<file path="config.mk">
export PLATFORM = sky130hd
export DESIGN_NAME = midi_note_harmonizer_core
export DESIGN_NICKNAME = d
export VERILOG_FILES = /design/src/design/mnh_pkg.sv /design/src/design/mnh_front.sv /design/src/design/mnh_queue.sv /design/src/design/mnh_back.sv /design/src/design/midi_note_harmonizer_core.sv
export SDC_FILE = /design/constraint.sdc
export NUM_CORES = 1
export LEC_CHECK = 0
export BUFFER_PORTS_ARGS = -buffer_cell sky130_fd_sc_hd__buf_2
export CELL_PAD_IN_SITES_DETAIL_PLACEMENT = 0
export CELL_PAD_IN_SITES_GLOBAL_PLACEMENT = 1
export CORE_ASPECT_RATIO = 0.8
export CORE_UTILIZATION = 30
export DETAILED_ROUTE_END_ITERATION = 10
export HOLD_SLACK_MARGIN = 0.08
export MAX_ROUTING_LAYER = met4
export PLACE_DENSITY_LB_ADDON = 0.1
export SKIP_LAST_GASP = 1
export SLEW_MARGIN = 0
export SYNTH_ARGS = -nofsm -noshare
export SYNTH_HDL_FRONTEND = slang
export SYNTH_HIERARCHICAL = 1
export SYNTH_SLANG_ARGS = --single-unit
</file>
<file path="constraint.sdc">
create_clock -name clk -period 8.62 [get_ports clk]
set_clock_uncertainty 0.15 [all_clocks]
set_input_delay 1.724 -clock clk [delete_from_list [all_inputs] [get_ports clk]]
set_output_delay 1.724 -clock clk [all_outputs]
set_load 0.005 [all_outputs]
</file>
<file path="src/design/mnh_pkg.sv">
// ----------------------------------------------------------------------------
// mnh_pkg: shared types and constants of the MIDI note harmonizer
// Payload structs, the job descriptor passed from front to back, and the
// byte expansion of one job.
// ----------------------------------------------------------------------------
package mnh_pkg;

    localparam logic [7:0] NOTE_ON_MASK  = 8'hF0;
    localparam logic [7:0] NOTE_ON_CODE  = 8'h90;
    localparam logic [7:0] OFF_STATUS    = 8'h81;
    localparam logic [7:0] ON_STATUS     = 8'h91;
    localparam logic [7:0] HARMONY_STEP  = 8'd4;
    localparam logic [7:0] RELEASE_STEP  = 8'd7;
    localparam logic [7:0] PERIOD_RESET  = 8'd30;
    localparam logic [7:0] HARMONY_RESET = 8'd50;

    localparam int QUEUE_DEPTH = 4;

    localparam int IDX_W = 4;
    localparam logic [IDX_W-1:0] PASS_LAST_IDX  = 4'd0;
    localparam logic [IDX_W-1:0] BURST_LAST_IDX = 4'd5;
    localparam logic [IDX_W-1:0] CHORD_LAST_IDX = 4'd8;

    typedef enum logic {
        OP_BYTE = 1'b0,
        OP_TICK = 1'b1
    } op_t;

    typedef struct packed {
        logic       operation;
        logic [7:0] rx_byte;
        logic [2:0] harmony_offset;
    } in_t;

    typedef struct packed {
        logic [7:0] tx_byte;
        logic       last;
    } out_t;

    typedef enum logic [1:0] {
        JOB_PASS,
        JOB_BURST,
        JOB_CHORD
    } job_kind_t;

    typedef struct packed {
        job_kind_t  kind;
        logic [7:0] status;
        logic [7:0] note;
        logic [7:0] velocity;
        logic [7:0] old_harmony;
        logic [7:0] new_harmony;
    } job_t;

    // Byte at position idx of the run that a job expands into.
    function automatic out_t job_byte(job_t j, logic [IDX_W-1:0] idx);
        out_t o;
        o.tx_byte = 8'h00;
        o.last    = 1'b0;
        case (j.kind)
            JOB_PASS:
            begin
                o.tx_byte = j.status;
                o.last    = 1'b1;
            end
            JOB_BURST:
            begin
                case (idx)
                    4'd0:    o.tx_byte = OFF_STATUS;
                    4'd1:    o.tx_byte = j.old_harmony;
                    4'd3:    o.tx_byte = OFF_STATUS;
                    4'd4:    o.tx_byte = j.old_harmony + RELEASE_STEP;
                    default: o.tx_byte = 8'h00;
                endcase
                o.last = (idx == BURST_LAST_IDX);
            end
            JOB_CHORD:
            begin
                case (idx)
                    4'd0:    o.tx_byte = j.status;
                    4'd1:    o.tx_byte = j.note;
                    4'd2:    o.tx_byte = j.velocity;
                    4'd3:    o.tx_byte = OFF_STATUS;
                    4'd4:    o.tx_byte = j.old_harmony;
                    4'd6:    o.tx_byte = ON_STATUS;
                    4'd7:    o.tx_byte = j.new_harmony;
                    4'd8:    o.tx_byte = j.velocity;
                    default: o.tx_byte = 8'h00;
                endcase
                o.last = (idx == CHORD_LAST_IDX);
            end
            default:
            begin
                o.tx_byte = j.status;
                o.last    = 1'b1;
            end
        endcase
        return o;
    endfunction

endpackage

</file>
<file path="src/design/mnh_front.sv">
// ----------------------------------------------------------------------------
// mnh_front: input classifier
// Tracks the capture phase, held bytes, harmony note and tick count, and
// turns each accepted beat into at most one job.
// ----------------------------------------------------------------------------
module mnh_front (
    input  logic          clk,
    input  logic          rst_n,
    input  logic          accept,
    input  mnh_pkg::in_t  item,
    input  logic          cfg_wr_en,
    input  logic [7:0]    cfg_wr_data,
    output logic          job_push,
    output mnh_pkg::job_t job
);

    typedef enum logic [1:0] {
        PH_IDLE,
        PH_NOTE,
        PH_VEL
    } phase_t;

    phase_t     phase_reg,   phase_next;
    logic [7:0] status_reg,  status_next;
    logic [7:0] note_reg,    note_next;
    logic [7:0] harmony_reg, harmony_next;
    logic [7:0] tick_reg,    tick_next;
    logic [7:0] period_reg,  period_next;

    always_comb
    begin
        phase_next   = phase_reg;
        status_next  = status_reg;
        note_next    = note_reg;
        harmony_next = harmony_reg;
        tick_next    = tick_reg;
        period_next  = cfg_wr_en ? cfg_wr_data : period_reg;

        job_push        = 1'b0;
        job.kind        = mnh_pkg::JOB_PASS;
        job.status      = item.rx_byte;
        job.note        = note_reg;
        job.velocity    = item.rx_byte;
        job.old_harmony = harmony_reg;
        job.new_harmony = harmony_reg;

        if (accept)
        begin
            if (item.operation == mnh_pkg::OP_TICK)
            begin
                // burst and restart the count when it has reached the period, else count on
                if (tick_reg >= period_reg)
                begin
                    job_push  = 1'b1;
                    job.kind  = mnh_pkg::JOB_BURST;
                    tick_next = 8'd1;
                end
                else
                begin
                    tick_next = tick_reg + 8'd1;
                end
            end
            else
            begin
                case (phase_reg)
                    PH_NOTE:
                    begin
                        note_next  = item.rx_byte;
                        phase_next = PH_VEL;
                    end
                    PH_VEL:
                    begin
                        harmony_next = note_reg + mnh_pkg::HARMONY_STEP
                                     + {5'd0, item.harmony_offset};
                        job_push        = 1'b1;
                        job.kind        = mnh_pkg::JOB_CHORD;
                        job.status      = status_reg;
                        job.new_harmony = harmony_next;
                        tick_next       = 8'd0;
                        phase_next      = PH_IDLE;
                    end
                    default:
                    begin
                        phase_next = PH_IDLE;
                        if ((item.rx_byte & mnh_pkg::NOTE_ON_MASK)
                            == mnh_pkg::NOTE_ON_CODE)
                        begin
                            status_next = item.rx_byte;
                            phase_next  = PH_NOTE;
                        end
                        else
                        begin
                            job_push = 1'b1;
                        end
                    end
                endcase
            end
        end
    end

    always_ff @(posedge clk or negedge rst_n)
    begin
        if (!rst_n)
        begin
            phase_reg   <= PH_IDLE;
            status_reg  <= 8'd0;
            note_reg    <= 8'd0;
            harmony_reg <= mnh_pkg::HARMONY_RESET;
            tick_reg    <= 8'd0;
            period_reg  <= mnh_pkg::PERIOD_RESET;
        end
        else
        begin
            phase_reg   <= phase_next;
            status_reg  <= status_next;
            note_reg    <= note_next;
            harmony_reg <= harmony_next;
            tick_reg    <= tick_next;
            period_reg  <= period_next;
        end
    end

endmodule

</file>
<file path="src/design/mnh_queue.sv">
// ----------------------------------------------------------------------------
// mnh_queue: job queue between front and back
// Small register queue; the head entry is visible without a read cycle.
// ----------------------------------------------------------------------------
module mnh_queue #(
    parameter int DEPTH = mnh_pkg::QUEUE_DEPTH
) (
    input  logic          clk,
    input  logic          rst_n,
    input  logic          wr,
    input  mnh_pkg::job_t wr_job,
    input  logic          rd,
    output logic          full,
    output logic          head_valid,
    output mnh_pkg::job_t head
);

    localparam int PTR_W = (DEPTH > 1) ? $clog2(DEPTH) : 1;
    localparam int CNT_W = $clog2(DEPTH + 1);

    mnh_pkg::job_t entry_reg [DEPTH];
    logic [PTR_W-1:0] wr_ptr_reg, wr_ptr_next;
    logic [PTR_W-1:0] rd_ptr_reg, rd_ptr_next;
    logic [CNT_W-1:0] count_reg, count_next;

    assign full       = (count_reg == CNT_W'(DEPTH));
    assign head_valid = (count_reg != '0);
    assign head       = entry_reg[rd_ptr_reg];

    always_comb
    begin
        wr_ptr_next = wr_ptr_reg;
        rd_ptr_next = rd_ptr_reg;
        count_next  = count_reg;
        if (wr)
        begin
            wr_ptr_next = (wr_ptr_reg == PTR_W'(DEPTH - 1)) ? '0 : wr_ptr_reg + 1'b1;
        end
        if (rd)
        begin
            rd_ptr_next = (rd_ptr_reg == PTR_W'(DEPTH - 1)) ? '0 : rd_ptr_reg + 1'b1;
        end
        if (wr && !rd)
        begin
            count_next = count_reg + 1'b1;
        end
        else if (rd && !wr)
        begin
            count_next = count_reg - 1'b1;
        end
    end

    always_ff @(posedge clk or negedge rst_n)
    begin
        if (!rst_n)
        begin
            wr_ptr_reg <= '0;
            rd_ptr_reg <= '0;
            count_reg  <= '0;
        end
        else
        begin
            wr_ptr_reg <= wr_ptr_next;
            rd_ptr_reg <= rd_ptr_next;
            count_reg  <= count_next;
        end
    end

    // payload storage, no reset
    always_ff @(posedge clk)
    begin
        if (wr)
        begin
            entry_reg[wr_ptr_reg] <= wr_job;
        end
    end

    a_no_overflow: assert property (@(posedge clk) disable iff (!rst_n)
        wr |-> (!full || rd))
        else $error("job written into a full queue");

    a_no_underflow: assert property (@(posedge clk) disable iff (!rst_n)
        rd |-> head_valid)
        else $error("job taken from an empty queue");

    a_count_bound: assert property (@(posedge clk) disable iff (!rst_n)
        count_reg <= CNT_W'(DEPTH))
        else $error("queue count beyond depth");

endmodule

</file>
<file path="src/design/mnh_back.sv">
// ----------------------------------------------------------------------------
// mnh_back: byte sequencer
// Expands the head job into its byte run, one byte per cycle while the
// output register is free or popped; releases the job with its last byte.
// ----------------------------------------------------------------------------
module mnh_back (
    input  logic          clk,
    input  logic          rst_n,
    input  logic          head_valid,
    input  mnh_pkg::job_t head,
    input  logic          pop,
    output logic          deq,
    output logic          empty,
    output mnh_pkg::out_t out_item
);

    logic                      out_valid_reg, out_valid_next;
    mnh_pkg::out_t             out_reg,       out_next;
    logic [mnh_pkg::IDX_W-1:0] idx_reg,       idx_next;
    logic                      load;
    mnh_pkg::out_t             cur_byte;

    assign cur_byte = mnh_pkg::job_byte(head, idx_reg);
    assign load     = head_valid && (!out_valid_reg || pop);
    assign deq      = load && cur_byte.last;
    assign empty    = !out_valid_reg;
    assign out_item = out_reg;

    always_comb
    begin
        out_valid_next = out_valid_reg;
        out_next       = out_reg;
        idx_next       = idx_reg;
        if (load)
        begin
            out_valid_next = 1'b1;
            out_next       = cur_byte;
            idx_next       = cur_byte.last ? '0 : idx_reg + 1'b1;
        end
        else if (pop)
        begin
            out_valid_next = 1'b0;
        end
    end

    always_ff @(posedge clk or negedge rst_n)
    begin
        if (!rst_n)
        begin
            out_valid_reg <= 1'b0;
            idx_reg       <= '0;
        end
        else
        begin
            out_valid_reg <= out_valid_next;
            idx_reg       <= idx_next;
        end
    end

    always_ff @(posedge clk)
    begin
        out_reg <= out_next;
    end

    a_idx_range: assert property (@(posedge clk) disable iff (!rst_n)
        idx_reg <= mnh_pkg::CHORD_LAST_IDX)
        else $error("byte index past the longest run");

    a_job_held: assert property (@(posedge clk) disable iff (!rst_n)
        (idx_reg != '0) |-> head_valid)
        else $error("job left the queue in the middle of its run");

    a_idx_rewind: assert property (@(posedge clk) disable iff (!rst_n)
        deq |=> (idx_reg == '0))
        else $error("byte index not rewound after a finished run");

endmodule

</file>
<file path="src/design/midi_note_harmonizer_core.sv">
// ----------------------------------------------------------------------------
// midi_note_harmonizer_core: MIDI byte-stream harmonizer with timed release
// Input beats carry a received MIDI byte or a timer tick; output beats carry
// the bytes to transmit, with last marking the end of each job's run.
//
// Usage:
//  - Input side: drive in_item and push; a beat is taken when push is high
//    and full is low. Full rises only while the job queue is full.
//  - Output side: while empty is low, out_item holds the oldest byte; pulse
//    pop to take it. Holding pop low stalls only the byte sequencer; the
//    front keeps taking input beats until the job queue fills.
//  - Configuration: cfg_wr_en with cfg_wr_data writes the release period.
//    Write only while no run is pending.
//  - Path: a taken input beat writes its job into the job queue, and the
//    first byte of the run is then loaded from the queue head into out_item.
//  - Throughput: the output register emits one byte per cycle while pop
//    takes each byte. A captured note-on (three input beats) expands into
//    nine bytes; a pass-through byte expands into one.
//  - Reset: idle capture, harmony note 50, tick count 0, period 30, queue
//    and output register empty.
// ----------------------------------------------------------------------------
module midi_note_harmonizer_core #(
    parameter int QUEUE_DEPTH = mnh_pkg::QUEUE_DEPTH
) (
    input  logic          clk,
    input  logic          rst_n,
    // input queue side
    input  logic          push,
    output logic          full,
    input  mnh_pkg::in_t  in_item,
    // result queue side
    output logic          empty,
    input  logic          pop,
    output mnh_pkg::out_t out_item,
    // configuration
    input  logic          cfg_wr_en,
    input  logic [7:0]    cfg_wr_data
);

    logic          accept;
    logic          job_push;
    mnh_pkg::job_t job;
    logic          head_valid;
    mnh_pkg::job_t head;
    logic          deq;
    logic          out_pop;

    // take an input beat whenever the job queue has room
    assign accept  = push && !full;
    // a pop against an empty output register means nothing
    assign out_pop = pop && !empty;

    // Front: classify each beat, update capture and tick state, and emit
    // at most one job (pass-through, release burst or harmonized chord).
    mnh_front u_front (
        .clk         (clk),
        .rst_n       (rst_n),
        .accept      (accept),
        .item        (in_item),
        .cfg_wr_en   (cfg_wr_en),
        .cfg_wr_data (cfg_wr_data),
        .job_push    (job_push),
        .job         (job)
    );

    // Queue: decouple the classifier from the byte sequencer so that a
    // stalled receiver does not hold back input until the queue fills.
    mnh_queue #(
        .DEPTH (QUEUE_DEPTH)
    ) u_queue (
        .clk        (clk),
        .rst_n      (rst_n),
        .wr         (job_push),
        .wr_job     (job),
        .rd         (deq),
        .full       (full),
        .head_valid (head_valid),
        .head       (head)
    );

    // Back: walk the head job byte by byte into the output register.
    mnh_back u_back (
        .clk        (clk),
        .rst_n      (rst_n),
        .head_valid (head_valid),
        .head       (head),
        .pop        (out_pop),
        .deq        (deq),
        .empty      (empty),
        .out_item   (out_item)
    );

endmodule
</file>
# Word level (Yosys, flattened, before mapping)
# Memory sizes are Yosys's and may differ from the RTL's.
# Index checks and enable logic that the tools add are counted.
[totals]
rom_bits = 0
ram_bits = 168
inputBits = 25
n_memories = 1
register_bits = 63
latchBits = 0
out_inout_bits = 11
[memory_table]
columns = ["memory", "depth", "width", "read_ports", "rd_clocked_by_memory_dff", "write_ports", "line_no", "rtl"]
rows = [
  ["u_queue.entry_reg", 4, 42, 1, 0, 1, "mnh_queue.sv:21", "mnh_pkg::job_t entry_reg [DEPTH];"],
]
[classes]
order_cmp = 1
div_mod_pow = 0
mux = 30
n_mul = 0
n_addsub = 9
n_bitwise = 2
n_reduce_logical = 23
n_shift = 0
eq_ne = 16
[ops]
columns = ["cell", "count"]
rows = [
  ["two-way mux 8 bit", 7],
  ["case mux 8 bit (7 select lines)", 1],
  ["case mux 8 bit (3 select lines)", 1],
  ["two-way mux 10 bit", 2],
  ["case mux 9 bit (2 select lines)", 1],
  ["adder 8 x 3 -> 8 bit (second input constant)", 2],
  ["equality test 4 x 3 -> 1 bit (second input constant)", 4],
  ["two-way mux 1 bit", 10],
  ["adder 8 x 1 -> 8 bit (second input constant)", 1],
  ["adder 8 x 3 -> 8 bit", 1],
  ["equality test 2 bit (second input constant)", 4],
  ["equality test 4 x 2 -> 1 bit (second input constant)", 2],
  ["equality test 4 bit (second input constant)", 2],
  ["greater-or-equal comparator 8 bit", 1],
  ["logical AND 1 bit", 6],
  ["two-way mux 2 bit", 3],
  ["two-way mux 3 bit", 2],
  ["nonzero test 2 bit", 3],
  ["OR reduction 2 bit", 3],
  ["adder 2 x 1 -> 2 bit (second input constant)", 2],
  ["adder 4 x 1 -> 4 bit (second input constant)", 1],
  ["equality test 2 x 1 -> 1 bit (second input constant)", 2],
  ["equality test 4 x 1 -> 1 bit (second input constant)", 1],
  ["logical NOT 1 bit", 4],
  ["other kinds (13)", 15],
]

# Depth between registers and ports, before layout
[logic_depth]
depth_word = 9
mapped_depth = 15
ltp_nobuf = 13

# By module
# The synthesis kept the hierarchy.
[by_module_without_submodules]
columns = ["module", "area_per_inst_um2", "n_inst", "cells_each"]
rows = [
  ["mnh_queue", 6535.0, 1, 257],
  ["mnh_front", 2328.5, 1, 234],
  ["mnh_back", 1448.9, 1, 174],
  ["midi_note_harmonizer_core", 27.5, 1, 2],
]

# Worst setup path after synthesis
# No wires, ideal clock.
[synth_timing]
path_kind = "input-to-reg"
startpoint = "input in_item[8] in the netlist's numbering"
endpoint = "memory u_queue/entry_reg[1][0] in the netlist's numbering (enable)"
setup_slack_ps = 4697
stages = 4
arrival_time_ps = 3369
t_required_ps = 8066
path_cell_list = "and4bb_2 a21oi_1 o211a_1 and2_1"
[synth_between]
elab_chain_len = 7
[synth_rtl]
columns = ["item", "line_no", "rtl"]
rows = [
  ["start: declaration", "midi_note_harmonizer_core.sv:30", "input mnh_pkg::in_t in_item,"],
  ["equality test 4 bit", "mnh_front.sv:86", "== mnh_pkg::NOTE_ON_CODE)"],
  ["two-way mux 1 bit", "mnh_front.sv:85", "if ((item.rx_byte & mnh_pkg::NOTE_ON_MASK)"],
  ["case mux 1 bit (2 select lines)", "mnh_front.sv:65", "case (phase_reg)"],
  ["two-way mux 1 bit", "mnh_front.sv:49", "if (item.operation == mnh_pkg::OP_TICK)"],
  ["two-way mux 1 bit", "mnh_front.sv:47", "if (accept)"],
  ["named net job_push", "midi_note_harmonizer_core.sv:41", "logic job_push;"],
  ["two-way mux 1 bit", "mnh_queue.sv:72", "if (wr)"],
  ["two-way mux 1 bit (not written as such)", "mnh_queue.sv:74", "entry_reg[wr_ptr_reg] <= wr_job;"],
  ["end: declaration", "mnh_queue.sv:21", ""],
]
# The timed path passes the listed nets, and every way through them passes these cells.

==> reports/summary.txt <==
H-tree depth = 1
Io pins = 36
Detailed Place HPWL = 15900 um
Die width = 210 um
Slew Viols, Final = 0
TritonRoute pass-1 iters = 5
Commonest non-fill, non-tap cells in the layout = edfxtp_1 (177), nand2_1 (77), dfrtp_1 (45)
Origin of the worst setup path = u_queue/rd_ptr_reg[0]
R2r setup slk = 4.68 ns
Final setup viols = 0
Post-synth EDFFs = 177
Commonest non-fill, non-tap cell in the layout = edfxtp_1
Die Ht = 168 um
First-pass GRT wire length = 37900 um
MaxCap Viol Count = 0
Min Tclk post-route = 3.94 ns
Synth Register Bits = 231
Total CTS buffers = 26
CTS sink count = 231
CP required = 8.93 ns
DRC viols = 0
Ys async rst share = 23.4%
Final WL = 25100 um
Vias in the first global route = 5987
Worst VDD drop = 124 uV
Area of the core = 33800 sq um
Clk Latency, worst-skew pair = 0.54 ns
WL per Instance = 21.7 um
Final Hold Viols = 0
Area delta synth->final = 13.4%
Area share of the largest cell type after synthesis = 51.4%
R2R cell count = 12
PwrDens = 360 nW/um^2
Worst Path Arrival = 4.25 ns
Proportion of layout cells with a drive suffix above 1 = 22.8%
Fillers = 3228
Largest net degree at the start of global routing = 55
CP endpoint kind = flip-flop
End of the critical path = u_queue/count_reg[2]
Syn Nets = 724
Synth area leader = edfxtp_1
Main area contributors after synthesis = edfxtp_1 (51%), dfrtp_1 (11%), mux4_2 (8.3%), ha_1 (3.6%), nand2_1 (2.8%)
Worst-path clk slew = 0.06 ns
Yosys warnings = 6
Final worst path period share = 45.7%
Initial antenna violation count = 0
CTS tree = built
Syn_area_per_cell = 15.5 sq um
RSZ-0062 raised after global routing = no
Outcome = completed
Post-DRT Antenna Nets = 0
Slew margin rel. = 39.6%
Clock Root Buffer = clkbuf_16
Rows = 60
Distinct cells, synth = 74
Hold Path Origin = u_front/status_reg[7]
Critical Setup Path Class = reg2reg
Critical Path Source Type = flip-flop
Sequential fraction of the synthesis area = 64.6%
Post-Synthesis Cells = 667
GR Util All Layers = 15.1%
Worst R2R Start = u_queue/rd_ptr_reg[0]
Post-DR vias/cell = 4.90
Die area = 35200 sq um
Hold buffers post-CTS = 0
Max reg flops = 168
Total gr overflow = 0
Final nets = 762
Overall power = 4.22 mW
Crit-path max FO = 13
Initial DRC count = 257
Buffers on Ports = 35
Measured slew at the worst slew-check pin = 0.905 ns
Initial Util = 30.6%
Worst reg2reg path endpoint = u_queue/count_reg[2]
Leakage = 4.28 nW
Synth Cell Area = 10300 sq um
Top FF cell, synth = edfxtp_1
Via count = 5685
Setup_tns = 0 ns
HP Class = reg2reg
Final Wtd Congestion = 0.791
Post-CTS setup buffers = 0
Max Buffers Root-to-Sink = 3
Max Clk Rate = 254 MHz
Post-CTS Resized = 0
-- where the power goes --
| group | switching, mW | leakage (nW) | internal, mW | total [mW] |
|---|---|---|---|---|
| Sequential | 0.188 | 2.30 | 1.53 | 1.71 |
| Combinational | 0.823 | 1.57 | 0.570 | 1.39 |
| Clock | 0.443 | 0.415 | 0.672 | 1.11 |
| Total | 1.45 | 4.28 | 2.77 | 4.22 |
-- layer usage --
layer,vias up,routed length (um),global-route usage (%),part of all wire [%]
met2,111,11900,24.2,47
met4,0,599,3.97,2.4
met3,32,950,2.35,3.8
li1,2618,-,-,-
met5,-,0,-,0
met1,2924,11700,20.0,46
-- logic make-up after synthesis --
family	synth area share, %
muxes	11.6
buffers and inverters	4.24
and+or+nand+nor	7.50
DFF	64.6
AOI/OAI and AO/OA	7.10
xor gates and xnor gates	1.02
adders and majority gates	4.02
-- layout make-up --
class | count | area [sq um] | share of cell area, %
Clock buffer | 30 | 666 | 5.68
Inverter | 41 | 154 | 1.31
Tap cell | 434 | 543 | 4.63
Antenna cell | 1 | 2.50 | 0.0213
Clock inverter | 18 | 198 | 1.69
Sequential cell | 231 | 6680 | 57.0
Multi-Input combinational cell | 360 | 3230 | 27.6
Timing Repair Buffer | 45 | 250 | 2.13
-- cells in the mapped netlist (all sizes together) (3+ instances only) --
master / count
a22oi: 5
xnor2: 5
nand2: 78
o21ai: 32
dfstp: 7
a311oi: 3
xor2: 7
a21oi: 17
o22ai: 5
buf: 33
mux2: 16
a221oi: 6
inv: 41
dfrtp: 47
nor3b: 5
a21o: 3
nand2b: 5
o221ai: 5
nor2: 10
and2: 5
nor3: 9
mux4: 42
nand3b: 3
ha: 30
a211oi: 8
edfxtp: 177
a31oi: 3
nor2b: 12
mux2i: 4
nand3: 8
-- stage by stage --
step           utilization (%)  hold WS (ns)  instance area [sq um]  worst slack (ns)  cells
2_1_floorplan                -         0.283                  10300              4.70    667
3_3_place_gp              32.1         0.301                  10900              4.66   1111
3_5_place_dp              32.1         0.313                  10900              4.56   1111
4_1_cts                   34.7         0.327                  11700              4.62   1159
5_1_grt                   34.7         0.338                  11700              4.42   1159
6_report                  34.7         0.316                  11700              4.68   1160
-- critical path, cell delays in order, from the launching register on --
cell	delay, ns
dfrtp_2	0.66
mux4_1	0.65
ha_1	0.28
and4b_1	0.24
a311oi_2	0.48
nor2_1	0.23
inv_1	0.12
ha_1	0.18
inv_1	0.07
fa_1	0.43
xor2_1	0.15
nor2_1	0.11
xor2_1	0.14
-- worst min-delay path by stage --
stage                     slack [ns]  depth (start not counted)               endpoint
after floorplan                 0.28                          1  u_front/status_reg[4]
after global placement          0.30                          1  u_front/status_reg[4]
after detailed placement        0.31                          1  u_front/status_reg[7]
after CTS                       0.33                          1  u_front/status_reg[7]
after global routing            0.34                          1  u_front/status_reg[4]
final                           0.32                          1  u_front/status_reg[7]
(Power assumes the default switching activity.)
